### src/rtl/scpb_ram.sv
// Generic single-write, single-read RAM with registered read data.
// No dependencies.
module scpb_ram #(
   parameter int WIDTH = 8,
   parameter int DEPTH = 16,
   localparam int AW = (DEPTH > 1) ? $clog2(DEPTH) : 1
) (
   input  logic             clock,
   input  logic             wr_en,
   input  logic [AW-1:0]    wr_addr,
   input  logic [WIDTH-1:0] wr_data,
   input  logic             rd_en,
   input  logic [AW-1:0]    rd_addr,
   output logic [WIDTH-1:0] rd_data
);

   logic [WIDTH-1:0] mem [DEPTH];

   always_ff @(posedge clock) begin
      if (wr_en) begin
         mem[wr_addr] <= wr_data;
      end
      if (rd_en) begin
         rd_data <= mem[rd_addr];
      end
   end

endmodule

### config.mk
export PLATFORM = sky130hd
export DESIGN_NAME = scpb_ram
export DESIGN_NICKNAME = d
export VERILOG_FILES = /design/src/rtl/scpb_ram.sv
export SDC_FILE = /design/constraint.sdc
export NUM_CORES = 1
export LEC_CHECK = 0
export BUFFER_PORTS_ARGS = -buffer_cell sky130_fd_sc_hd__buf_2
export CORE_MARGIN = 2
export CORE_UTILIZATION = 60
export DETAILED_ROUTE_END_ITERATION = 10
export PLACE_DENSITY = 0.87
export SLEW_MARGIN = 0
export SYNTH_ARGS = -nofsm -noshare
export SYNTH_HDL_FRONTEND = slang
export SYNTH_SLANG_ARGS = --single-unit
### constraint.sdc
create_clock -name clock -period 3.6 [get_ports clock]
set_input_delay 0.18 -clock clock [delete_from_list [all_inputs] [get_ports clock]]
set_output_delay 0.18 -clock clock [all_outputs]
set_load 0.01 [all_outputs]
# [Yosys cells after proc, flatten, opt, wreduce, memory -nomap -nowiden]
# Memory sizes are Yosys's and may differ from the RTL's. A register that Yosys moved wholly into a read port is not among the register bits.
# Index checks and enable logic that the tools add are counted.
# W data, S select, Z words.
[word_totals] regBits=0 mem_bits_rw=128 in_bits=19 output_inout_bits=8 wordCells=3 n_memories=1
[memory_table] memory="mem" words=16 width=8 rd=1 rd_ports_with_merged_regs=1 wr=1 line="17" text="logic [WIDTH-1:0] mem [DEPTH];"
[classes] n_mux=2
[op_table] op="$mux W1" count=2

# [Logic depth before layout (Yosys ltp)]
# Gate-level depths: netlist of run 1.
[depth] depth_word=2 ltp_mapped=5 ltp_nobuf=3

# [Least setup slack after synthesis of run 1]
# No wires, ideal clock.
[synth_timing] path_kind="input to register" start="in wr_addr[2]" end="mem mem[0][0], enable pin" setup_ps=383 arrival_time_ps=1290 t_required_ps=3217 slack_ps=1927 cell_stages=2 path_buffers=0 path_cell_list="or3b_2 > nor3_1"
[synth_rtl] item="start, declared" line="10" text="input logic [AW-1:0] wr_addr,"
[synth_rtl] item="end, declared" line="17"
# Straight into the memory's write port.

==> results of run 1 <==
-- cell type report --
cell class,count,area share
flip-flops and latches,136,0.6711
multi-input cells,83,0.1745
clock buffers,18,0.06867
clock inverters,13,0.03721
repair buffers,30,0.02632
well taps,108,0.02220
-- metal layers --
| metal | global-route usage | vias to the layer above | wire [um] | share of wire |
|---|---|---|---|---|
| met5 | 0 | - | 0 | 0 |
| met4 | 0.1229 | 0 | 332 | 0.033 |
| met3 | 0.07842 | 36 | 795 | 0.078 |
| met2 | 0.3494 | 151 | 5065 | 0.50 |
| met1 | 0.3190 | 1303 | 4000 | 0.39 |
| li1 | - | 1059 | - | - |
-- power by group through the flow --
stage | Clock, mW | Sequential [mW] | Combinational (mW)
finish | 1.89 | 1.79 | 0.158
global route | 1.96 | 1.80 | 0.171
CTS | 1.90 | 1.79 | 0.159
detailed placement | 0 | 1.83 | 0.155
global placement | 0 | 1.82 | 0.150
floorplan | 0 | 1.83 | 0.0900
-- cells by family (layout without fill, tap and decap cells) --
kind of cell           count (synthesis)  count (layout)  synth area share
DFF                                  136             136            0.7812
AOI/OAI and AO/OA                     16              16           0.02298
buffers and inverters                 10              61           0.01651
muxes                                 32              32            0.1479
and+or+nand+nor                       35              35           0.03136
-- through the flow --
stage	area (um^2)	setup slack [ns]	power [mW]
after CTS	6086	1.815	3.855
after global placement	5441	1.330	1.973
after detailed placement	5441	1.334	1.981
after global routing	6086	1.681	3.931
final	6086	1.827	3.841
after floorplan	5228	1.927	1.918
-- worst min-delay path by stage --
stage,end,cells past startpoint,start
after floorplan,mem[0][0]$_DFFE_PP_,0,wr_data[0]
after global placement,rd_data[2]$_DFFE_PP_,1,rd_en
after detailed placement,rd_data[7]$_DFFE_PP_,1,rd_en
after CTS,rd_data[3]$_DFFE_PP_,1,rd_en
after global routing,rd_data[2]$_DFFE_PP_,1,rd_en
final,rd_data[7]$_DFFE_PP_,1,rd_en
-- cells in the final DEF, fill, tap and decap left out --
master        n
or3b_2        1
and2b_1       1
clkinv_2      3
mux4_1       14
a22oi_1      16
nand2_1       9
bufinv_16     6
buf_4         4
buf_2        26
nor2b_1       1
nand2b_1      2
clkinvlp_4    3
and2_1        1
nor3_1        3
clkbuf_1      1
clkbuf_16    16
nand3b_1      2
nor3_2        1
mux4_2       18
inv_6         1
nand3_1       1
nor2_1       13
edfxtp_1    136
clkbuf_8      1
-- flip-flops by register name, summed over array words and instances, names as in the netlist --
name,flops
mem,128
rd_data,8
==> qor.log, run 1 <==
INFO  run_status     status=finished, final reports clean
INFO  worst_setup_path worst-r2r-cell-count=3
INFO  layout         non_filler_instance_count_after_layout=388
INFO  timing         hold_violations=0
INFO  timing         clock_skew=0.006210ns
INFO  layout         num-fill-cells=469
INFO  global_route   grt_first_pass_wirelength=15.90mm
INFO  worst_setup_path r2r_start=mem[1][0]$_DFFE_PP_
INFO  power          seq_power_share=0.467
INFO  global_route   antenna_found_initial=0
INFO  worst_setup_path crit_path_to=rd_data[0]$_DFFE_PP_
INFO  clocking       insertion_delay=0.52ns
INFO  clocking       root_buffer=clkbuf_8
INFO  routing        vias=2549
INFO  power          power.switching_fraction=0.1914
INFO  worst_setup_path path_class=in -> reg
INFO  worst_setup_path critical_path_depth=4
INFO  timing         maxSlewHeadroom=0.3362
INFO  floorplanning  chipWidth=97.34um
INFO  routing        detail_route.wirelength=10.19mm
INFO  floorplanning  floorplan.initialDensity=0.6083
INFO  power          max_vdd_drop=315.0uV
INFO  floorplanning  chipHeight=97.34um
INFO  routing        detail_route.vias_per_cell=6.570
INFO  timing         timing_max_transition_violations_final=0
INFO  routing        detail-route-antenna-nets=0
INFO  layout         sequential_cell_area=4084um^2
INFO  timing         timing.hold.ws=0.01708ns
INFO  global_route   globalRouteTotalUtil=0.2361
INFO  routing        number_of_detailed_route_iterations_in_the_first_pass=5
INFO  timing         worst-slew-pin-transition=0.9958ns
INFO  layout         area_growth_synth_to_finish=16.42%
INFO  power          pwr-share-comb=0.041
INFO  clocking       number_of_instances_resized_during_post_cts_repair=0
INFO  floorplanning  die-area=9475um^2
INFO  worst_setup_path crit_path_top_delay_cell=buf_2
INFO  floorplanning  core_region_area=8593um^2
INFO  timing         timing.final.crit_period=1.773ns
INFO  power          intPower=3.106mW
INFO  placement      portBuffers=26
INFO  logic_synthesis most_numerous_cell_in_the_yosys_netlist=edfxtp_1
INFO  floorplanning  placementRows=34
INFO  logic_synthesis yosysTopAreaCellShare=0.7812
INFO  logic_synthesis yosys_warnings=0
INFO  worst_setup_path critical-path-top-delay-family=buffers and inverters
INFO  power          cellPowerDensity=631.1nW/um^2
INFO  worst_setup_path worst-endpoint-arrival=2.03ns
INFO  global_route   grt_pass1_vias=2687
INFO  logic_synthesis asyncSetResetFlopFracSynth=0
INFO  timing         clock.fmax=564.0MHz
INFO  logic_synthesis synth.avg_cell_area=22.83um^2
INFO  timing         rsz0062_at_grt=false
INFO  logic_synthesis synth_cell_types=18
INFO  clocking       cts_tree=done
INFO  clocking       clock_transition_time_at_the_flip_flop_clock_pins_of_the_worst_setup_and_hold_paths=0.06ns
INFO  logic_synthesis synthTopCellsByCount=edfxtp_1 (136), mux4_2 (18), a22oi_1 (16), mux4_1 (14), nor2_1 (13)
INFO  power          leakage_power=2.038nW
INFO  worst_setup_path max_stage_delay=0.74ns
INFO  routing        drt_iter0_markers=292
INFO  placement      dp_cells=357
INFO  power          total_switching_power=0.7352mW
INFO  worst_setup_path timing.critical_path.from=rd_addr[0]
INFO  worst_setup_path r2r_slack=2.02ns
INFO  logic_synthesis yosysTopAreaCell=edfxtp_1
INFO  logic_synthesis ys_seq_elements=136
INFO  clocking       numCtsBuffers=17
INFO  worst_setup_path setup.worst_path.start_class=input port
INFO  worst_setup_path highest_net_fanout_along_the_worst_path=31
INFO  logic_synthesis sequential_element_share_of_the_synthesized_area=0.7812
INFO  layout         finish.utilization=0.7082
INFO  worst_setup_path cell_breakdown_of_the_critical_path=buf_2 -> mux4_1 -> a22oi_1 -> nand2_1
INFO  routing        wire_per_inst=26.27um
INFO  timing         setup_tns=0ns
INFO  clocking       cts_buffer_depth=2
INFO  global_route   grt_max_degree=33
INFO  placement      gp_congestion=0.8043
INFO  global_route   grt.overflow.total=0
INFO  logic_synthesis synthesis.instances=229
INFO  layout         post_route_cells_drive_above_1_share=0.2857
INFO  worst_setup_path timing.critical_path.to_type=flop
INFO  logic_synthesis dominantRegCellSynth=edfxtp_1
INFO  logic_synthesis synth.cell_area=5228um^2
INFO  clocking       htreeDepth=4
INFO  layout         multi_input_comb_area=1062um^2
INFO  power          power.share.clock=0.492
INFO  worst_setup_path critical_path.n_buffers_inverters=1
INFO  logic_synthesis synth_edf_count=136
INFO  logic_synthesis mappedNetlistNets=248
INFO  worst_setup_path timing.critical_path.required=3.86ns
INFO  logic_synthesis top_post_synthesis_cells_by_area=edfxtp_1 (78%), mux4_2 (7.8%), mux4_1 (7.0%)
INFO  routing        drc_errors=0
INFO  placement      hpwl_after_dpl=5.804mm
INFO  worst_setup_path r2r-end=rd_data[0]$_DFFE_PP_
INFO  floorplanning  ios=27
INFO  layout         diodes=0
INFO  timing         report.final.setup_viol=0
INFO  clocking       number_of_sinks_on_the_clock_net=136
INFO  layout         final_nets=287
INFO  hold_path      hold_path.class=in -> reg
INFO  clocking       cts_post_setup_buffers_inserted=0
INFO  clocking       cts.hold.buffers_added=0
INFO  job            cap_viol_max_count=0
INFO  timing         portion_of_the_clock_cycle_consumed_by_the_worst_path_in_the_final_layout=0.4925
No activity file was read; power rests on OpenSTA's default activity.
==> run 2, diff against run 1 <==
==> constraint.sdc (replaced) <==
create_clock -name clock -period 1.8 [get_ports clock]
set_input_delay 0.09 -clock clock [delete_from_list [all_inputs] [get_ports clock]]
set_output_delay 0.09 -clock clock [all_outputs]
set_load 0.01 [all_outputs]
==> run 2 against run 1 <==
Compared with the run above:
- setup slack worse by 1.6 ns
- clock-buffer cell count decreased by 1
- hold slack better by 0.12 ns
- via count is 3.6% higher
- largest power group unchanged
- clock power increased by 92%
- die area is the same
- combinational power is 130% higher
- first-iteration DRC count increased by 3.8%
- flip-flop and latch count did not move
- sequential share of layout area is 2.4 points lower
- global-route usage up 2.5 points
- critical path depth decreased by 1
==> qor.log, run 2 (same netlist as run 1, synthesis figures left out) <==
INFO  power          total_power=7.577mW [+97%]
INFO  layout         final_nets=313 [+9.1%]
INFO  worst_setup_path highest_net_fanout_along_the_worst_path=1 [-97%]
INFO  global_route   grt_pass1_vias=2724 [+1.4%]
INFO  job            cap_viol_max_count=0 [unchanged]
INFO  power          max_vdd_drop=730.6uV [+130%]
INFO  routing        detail_route.vias_per_cell=6.397 [-2.6%]
INFO  layout         post_route_cells_drive_above_1_share=0.3115 [+0.02576]
INFO  layout         largest_register=mem
INFO  timing         final.setup.worst_slack=0.2221ns [-1.605 ns]
INFO  floorplanning  ios=27 [unchanged]
INFO  routing        drt_iter0_markers=303 [+3.8%]
INFO  routing        drc_errors=0 [unchanged]
INFO  power          seq_power_share=0.474 [+0.007]
INFO  timing         portion_of_the_clock_cycle_consumed_by_the_worst_path_in_the_final_layout=0.8766
INFO  timing         hold_violations=0 [unchanged]
INFO  timing         timing_max_transition_violations_final=0 [unchanged]
INFO  floorplanning  floorplan.initialDensity=0.6083 [unchanged]
INFO  timing         clock_skew=0.007196ns [+0.0009865 ns]
INFO  run_status     status=finished, final reports clean
INFO  placement      detailedPlace.worstSlack=0.1108ns [-1.224 ns]
INFO  timing         worst-slew-pin-transition=0.4083ns [-0.5875 ns]
INFO  worst_setup_path timing.critical_path.required=2.07ns [-1.79 ns]
INFO  power          leakage_power=2.169nW [+6.4%]
INFO  placement      detailed_place.area=5602um^2 [+2.9%]
INFO  routing        detail-route-antenna-nets=0 [unchanged]
INFO  floorplanning  core_region_area=8593um^2 [unchanged]
INFO  timing         timing.final.crit_period=1.578ns
INFO  placement      dp_cells=374 [+4.8%]
INFO  layout         largest_registers=mem (128), rd_data (8)
INFO  clocking       clock_transition_time_at_the_flip_flop_clock_pins_of_the_worst_setup_and_hold_paths=0.06ns [about the same]
INFO  clocking       numCtsBuffers=17 [unchanged]
INFO  clocking       cts_post_setup_buffers_inserted=0 [unchanged]
INFO  worst_setup_path worst-r2r-cell-count=3 [unchanged]
INFO  worst_setup_path r2r_start=mem[1][0]$_DFFE_PP_
INFO  worst_setup_path worst-endpoint-arrival=1.84ns [-0.19 ns]
INFO  floorplanning  chipHeight=97.34um [unchanged]
INFO  timing         maxSlewHeadroom=0.7278 [+0.3917]
INFO  power          pwr-share-comb=0.047 [+0.006]
INFO  hold_path      whs_endpoint=mem[0][5]$_DFFE_PP_
INFO  layout         num-fill-cells=460 [-1.9%]
INFO  global_route   antenna_found_initial=0 [unchanged]
INFO  clocking       number_of_instances_resized_during_post_cts_repair=0 [unchanged]
INFO  clocking       cts.hold.buffers_added=9 [+9]
INFO  routing        wire_per_inst=27.20um [+3.5%]
INFO  timing         timing.hold.ws=0.1344ns [+0.1173 ns]
INFO  clocking       number_of_sinks_on_the_clock_net=136 [unchanged]
INFO  layout         area_growth_synth_to_finish=20.73%
INFO  timing         report.final.setup_viol=0 [unchanged]
INFO  layout         finish.utilization=0.7344 [+0.02621]
INFO  floorplanning  placementRows=34 [unchanged]
INFO  placement      portBuffers=26 [unchanged]
INFO  power          cellPowerDensity=1201nW/um^2 [+90%]
INFO  global_route   grt.overflow.total=0 [unchanged]
INFO  worst_setup_path path_class=reg -> reg
INFO  clocking       insertion_delay=0.52ns [about the same]
INFO  floorplanning  chipWidth=97.34um [unchanged]
INFO  hold_path      hold_path.class=in -> reg
INFO  power          intPower=6.095mW [+96%]
INFO  global_route   globalRouteTotalUtil=0.2607 [+0.02457]
INFO  floorplanning  die-area=9475um^2 [unchanged]
INFO  worst_setup_path r2r_slack=0.22ns [-1.80 ns]
INFO  timing         setup_tns=0ns [unchanged]
INFO  global_route   grt_max_degree=33 [unchanged]
INFO  placement      gp_congestion=0.7779 [-3.3%]
INFO  layout         largest_register_ffs=128 [unchanged]
INFO  power          power.share.clock=0.478 [-0.014]
INFO  power          total_switching_power=1.482mW [+100%]
INFO  timing         rsz0062_at_grt=false
INFO  layout         mostFrequentLayoutCells=edfxtp_1 (136), buf_2 (26), mux4_2 (18), buf_4 (18)
INFO  layout         multi_input_comb_area=1057um^2 [-0.47%]
INFO  layout         final_area=6311um^2 [+3.7%]
INFO  routing        vias=2642 [+3.6%]
INFO  clocking       root_buffer=clkbuf_8
INFO  hold_path      hold-path-cell-count=3 [+2]
INFO  timing         clock.fmax=633.7MHz
INFO  layout         final_common_cell=edfxtp_1
INFO  worst_setup_path setup.worst_path.start_class=flop
INFO  layout         sequential_cell_area=4084um^2 [unchanged]
INFO  global_route   grt_first_pass_wirelength=17.15mm [+7.9%]
INFO  worst_setup_path timing.critical_path.to_type=flop
INFO  power          power.switching_fraction=0.1956 [+0.004172]
INFO  placement      hpwl_after_dpl=6.358mm [+9.5%]
INFO  worst_setup_path r2r-end=rd_data[0]$_DFFE_PP_
INFO  routing        number_of_detailed_route_iterations_in_the_first_pass=5 [unchanged]
INFO  clocking       cts_tree=done
INFO  layout         non_filler_instance_count_after_layout=413 [+6.4%]
INFO  layout         diodes=0 [unchanged]
INFO  clocking       cts_buffer_depth=2 [unchanged]
INFO  hold_path      hp-start=wr_addr[0]
INFO  routing        detail_route.wirelength=11.24mm [+10%]
INFO  clocking       htreeDepth=4 [unchanged]
-- run 2: cell count changes in the layout (fill, tap and decap cells not counted), moves of 3 or more --
cell	previous run	this run
buf_12	0	3
buf_4	4	18
clkinv_4	0	3
dlygate4sd3_1	0	9
-- run 2: how the worst max path moves through the flow --
stage	from	cells past startpoint	endpoint	slack [ns]
2_1_floorplan	wr_addr[2]	2	mem[0][0]$_DFFE_PP_	0.22
3_5_place_dp	rd_addr[0]	5	rd_data[0]$_DFFE_PP_	0.11
3_3_place_gp	rd_addr[0]	5	rd_data[0]$_DFFE_PP_	0.15
5_1_grt	mem[1][0]$_DFFE_PP_	3	rd_data[0]$_DFFE_PP_	0.15
4_1_cts	mem[1][5]$_DFFE_PP_	3	rd_data[5]$_DFFE_PP_	0.20
6_report	mem[1][0]$_DFFE_PP_	3	rd_data[0]$_DFFE_PP_	0.22
-- run 2: power groups by stage --
| stage | clock network [mW] | registers, mW | logic (mW) |
|---|---|---|---|
| global route | 3.79 | 3.60 | 0.383 |
| CTS | 3.64 | 3.60 | 0.360 |
| floorplan | 0 | 3.66 | 0.180 |
| detailed placement | 0 | 3.66 | 0.335 |
| global placement | 0 | 3.65 | 0.323 |
| finish | 3.63 | 3.60 | 0.357 |
-- run 2: final cells by class --
class	instances	area share
well taps	108	0.02141
clock inverters	13	0.03251
clock buffers	17	0.06562
flip-flops and latches	136	0.6471
repair buffers	56	0.06582
multi-input cells	83	0.1675
-- run 2: worst max-delay path: stages, from the launching register on --
cell      delay, ns
edfxtp_1       0.39
mux4_1         0.51
a22oi_1        0.32
nand2_1        0.10
-- run 2: per-layer routing --
metal / track usage / share of wire / up-vias
li1: - / - / 1111
met1: 0.3647 / 0.37 / 1316
met2: 0.4103 / 0.51 / 200
met3: 0.07050 / 0.11 / 15
met4: 0.08440 / 0.014 / 0
met5: 0 / 0 / -
==> run 3, diff against run 2 <==
--- a/config.mk
+++ b/config.mk
@@ -7,9 +7,9 @@
 export LEC_CHECK = 0
 export BUFFER_PORTS_ARGS = -buffer_cell sky130_fd_sc_hd__buf_2
 export CORE_MARGIN = 2
-export CORE_UTILIZATION = 60
+export CORE_UTILIZATION = 25
 export DETAILED_ROUTE_END_ITERATION = 10
-export PLACE_DENSITY = 0.87
+export PLACE_DENSITY = 0.48
 export SLEW_MARGIN = 0
 export SYNTH_ARGS = -nofsm -noshare
 export SYNTH_HDL_FRONTEND = slang
==> run 3 against run 2 <==
Compared with the run above:
- routed wire length decreased by 3.2%
- final cell count up 37%
- clock-buffer cell count grew 3
- largest power group is now sequential cells
- design area shrank 0.40%
- hold slack worse by 0.087 ns
- critical path depth unchanged
- critical endpoint is now rd_data[1]$_DFFE_PP_
- maximum frequency increased by 0.36%
- combinational power decreased by 3%
- register-to-register slack is essentially flat
- clock power is 22% lower
==> qor.log, run 3 (same netlist as run 1, synthesis figures left out) <==
INFO  run_status     status=finished, final reports clean
INFO  timing         worst-slew-pin-transition=0.3783ns [-0.03001 ns]
INFO  global_route   grt.overflow.total=0 [unchanged]
INFO  clocking       root_buffer=clkbuf_16
INFO  clocking       cts.hold.buffers_added=0 [-9]
INFO  global_route   grt_pass1_vias=2588 [-5.0%]
INFO  clocking       number_of_sinks_on_the_clock_net=136 [unchanged]
INFO  layout         largest_register=mem
INFO  placement      detailed_place.area=5812um^2 [+3.8%]
INFO  job            cap_viol_max_count=0 [unchanged]
INFO  clocking       number_of_instances_resized_during_post_cts_repair=0 [unchanged]
INFO  power          max_vdd_drop=600.7uV [-18%]
INFO  placement      hpwl_after_dpl=6.984mm [+9.8%]
INFO  worst_setup_path setup.worst_path.start_class=flop
INFO  layout         largest_registers=mem (128), rd_data (8)
INFO  routing        detail_route.wirelength=10.87mm [-3.2%]
INFO  hold_path      hp-start=rd_en
INFO  worst_setup_path highest_net_fanout_along_the_worst_path=1 [unchanged]
INFO  clocking       htreeDepth=4 [unchanged]
INFO  routing        dr_wl_met3=516um [-56%]
INFO  floorplanning  die-area=22080um^2 [+130%]
INFO  clocking       cts_post_setup_buffers_inserted=0 [unchanged]
INFO  timing         setup_tns=0ns [unchanged]
INFO  floorplanning  chipHeight=148.6um [+53%]
INFO  power          leakage_power=2.073nW [-4.4%]
INFO  routing        top_layer_used=met4
INFO  worst_setup_path r2r-end=rd_data[1]$_DFFE_PP_
INFO  routing        detail_route.vias_per_cell=4.334 [-32%]
INFO  global_route   globalRouteTotalUtil=0.1073 [-0.1534]
INFO  clocking       insertion_delay=0.41ns [-0.11 ns]
INFO  layout         post_route_cells_drive_above_1_share=0.2939 [-0.01756]
INFO  power          total_power=6.765mW [-11%]
INFO  layout         non_filler_instance_count_after_layout=566 [+37%]
INFO  floorplanning  ios=27 [unchanged]
INFO  placement      dp_cells=537 [+44%]
INFO  floorplanning  placementRows=52 [+53%]
INFO  layout         largest_register_ffs=128 [unchanged]
INFO  routing        detail-route-antenna-nets=0 [unchanged]
INFO  floorplanning  core_region_area=20360um^2 [+140%]
INFO  global_route   grt_max_degree=33 [unchanged]
INFO  layout         diodes=0 [unchanged]
INFO  worst_setup_path r2r_slack=0.23ns [about the same]
INFO  layout         final_nets=305 [-2.6%]
INFO  timing         final.setup.worst_slack=0.2276ns [+0.005589 ns]
INFO  layout         mostFrequentLayoutCells=edfxtp_1 (136), buf_2 (26), buf_4 (19)
INFO  clocking       numCtsBuffers=17 [unchanged]
INFO  clocking       cts_buffer_depth=2 [unchanged]
INFO  power          cellPowerDensity=1076nW/um^2 [-10%]
INFO  layout         final_area=6286um^2 [-0.40%]
INFO  timing         rsz0062_at_grt=false
INFO  worst_setup_path timing.critical_path.to_type=flop
INFO  worst_setup_path worst-endpoint-arrival=1.73ns [-0.11 ns]
INFO  timing         hold_violations=0 [unchanged]
INFO  routing        number_of_detailed_route_iterations_in_the_first_pass=4 [-1]
INFO  timing         timing.final.crit_period=1.572ns [-0.005589 ns]
INFO  timing         clock.fmax=636.0MHz [+0.36%]
INFO  worst_setup_path path_class=reg -> reg
INFO  global_route   antenna_found_initial=0 [unchanged]
INFO  layout         area_growth_synth_to_finish=20.25%
INFO  clocking       clock_transition_time_at_the_flip_flop_clock_pins_of_the_worst_setup_and_hold_paths=0.06ns [about the same]
INFO  routing        drc_errors=0 [unchanged]
INFO  timing         timing_max_transition_violations_final=0 [unchanged]
INFO  routing        met1Wirelength=5.056mm [+21%]
INFO  hold_path      whs_endpoint=rd_data[1]$_DFFE_PP_
INFO  hold_path      hold_path.class=in -> reg
INFO  routing        vias=2453 [-7.2%]
INFO  floorplanning  chipWidth=148.6um [+53%]
INFO  worst_setup_path r2r_start=mem[1][1]$_DFFE_PP_
INFO  hold_path      hold-path-cell-count=1 [-2]
INFO  routing        wire_per_inst=19.20um [-29%]
INFO  timing         maxSlewHeadroom=0.7478 [+0.02001]
INFO  timing         portion_of_the_clock_cycle_consumed_by_the_worst_path_in_the_final_layout=0.8735 [-0.003105]
INFO  clocking       cts_tree=done
INFO  worst_setup_path timing.critical_path.required=1.95ns [-0.12 ns]
INFO  routing        drt_iter0_markers=198 [-35%]
INFO  placement      portBuffers=26 [unchanged]
INFO  layout         final_common_cell=edfxtp_1
INFO  floorplanning  floorplan.initialDensity=0.2567 [-0.3516]
INFO  worst_setup_path worst-r2r-cell-count=3 [unchanged]
INFO  placement      detailedPlace.worstSlack=0.03260ns [-0.07816 ns]
INFO  placement      gp_congestion=0.6838 [-12%]
INFO  global_route   grt_first_pass_wirelength=16.46mm [-4.0%]
INFO  timing         report.final.setup_viol=0 [unchanged]
INFO  routing        met2RoutedLength=5.176mm [-9.4%]
INFO  timing         clock_skew=0.004579ns [-0.002617 ns]
-- run 3: metal layers --
metal,vias up,GRT usage
met2,53,0.1620
met4,0,0.03714
met5,-,0
li1,1093,-
met1,1300,0.1439
met3,7,0.03834
-- run 3: power breakdown --
part | internal [mW] | switching [mW]
Combinational | 0.147 | 0.201
Sequential | 3.57 | 0.0193
Clock | 1.69 | 1.14
-- run 3: through the flow --
stage / hold slack [ns] / util
4_1_cts: 0.04002 / 0.3087
5_1_grt: 0.04353 / 0.3087
2_1_floorplan: 0.1889 / -
3_5_place_dp: 0.4772 / 0.2854
6_report: 0.04758 / 0.3087
3_3_place_gp: 0.4795 / 0.2854
-- run 3: worst max-delay path: stages, from the launching register on --
cell and delay, ns:
edfxtp_1 0.36, mux4_1 0.51, a22oi_1 0.33, nand2_1 0.11
-- run 3: final cells by class --
type,instances,area (um^2)
Fill cell,1965,14080
Sequential cell,136,4084
Clock inverter,9,37.54
Tap cell,270,337.8
Multi-Input combinational cell,83,1057
Clock buffer,20,436.7
Timing Repair Buffer,48,332.8
-- run 3: how the worst max path moves through the flow --
stage,startpoint,endpoint,slack [ns],depth (start not counted)
2_1_floorplan,wr_addr[2],mem[0][0]$_DFFE_PP_,0.22,2
3_3_place_gp,rd_addr[0],rd_data[5]$_DFFE_PP_,0.04,5
3_5_place_dp,rd_addr[0],rd_data[5]$_DFFE_PP_,0.03,5
4_1_cts,mem[1][1]$_DFFE_PP_,rd_data[1]$_DFFE_PP_,0.24,3
5_1_grt,mem[1][1]$_DFFE_PP_,rd_data[1]$_DFFE_PP_,0.12,3
6_report,mem[1][1]$_DFFE_PP_,rd_data[1]$_DFFE_PP_,0.23,3
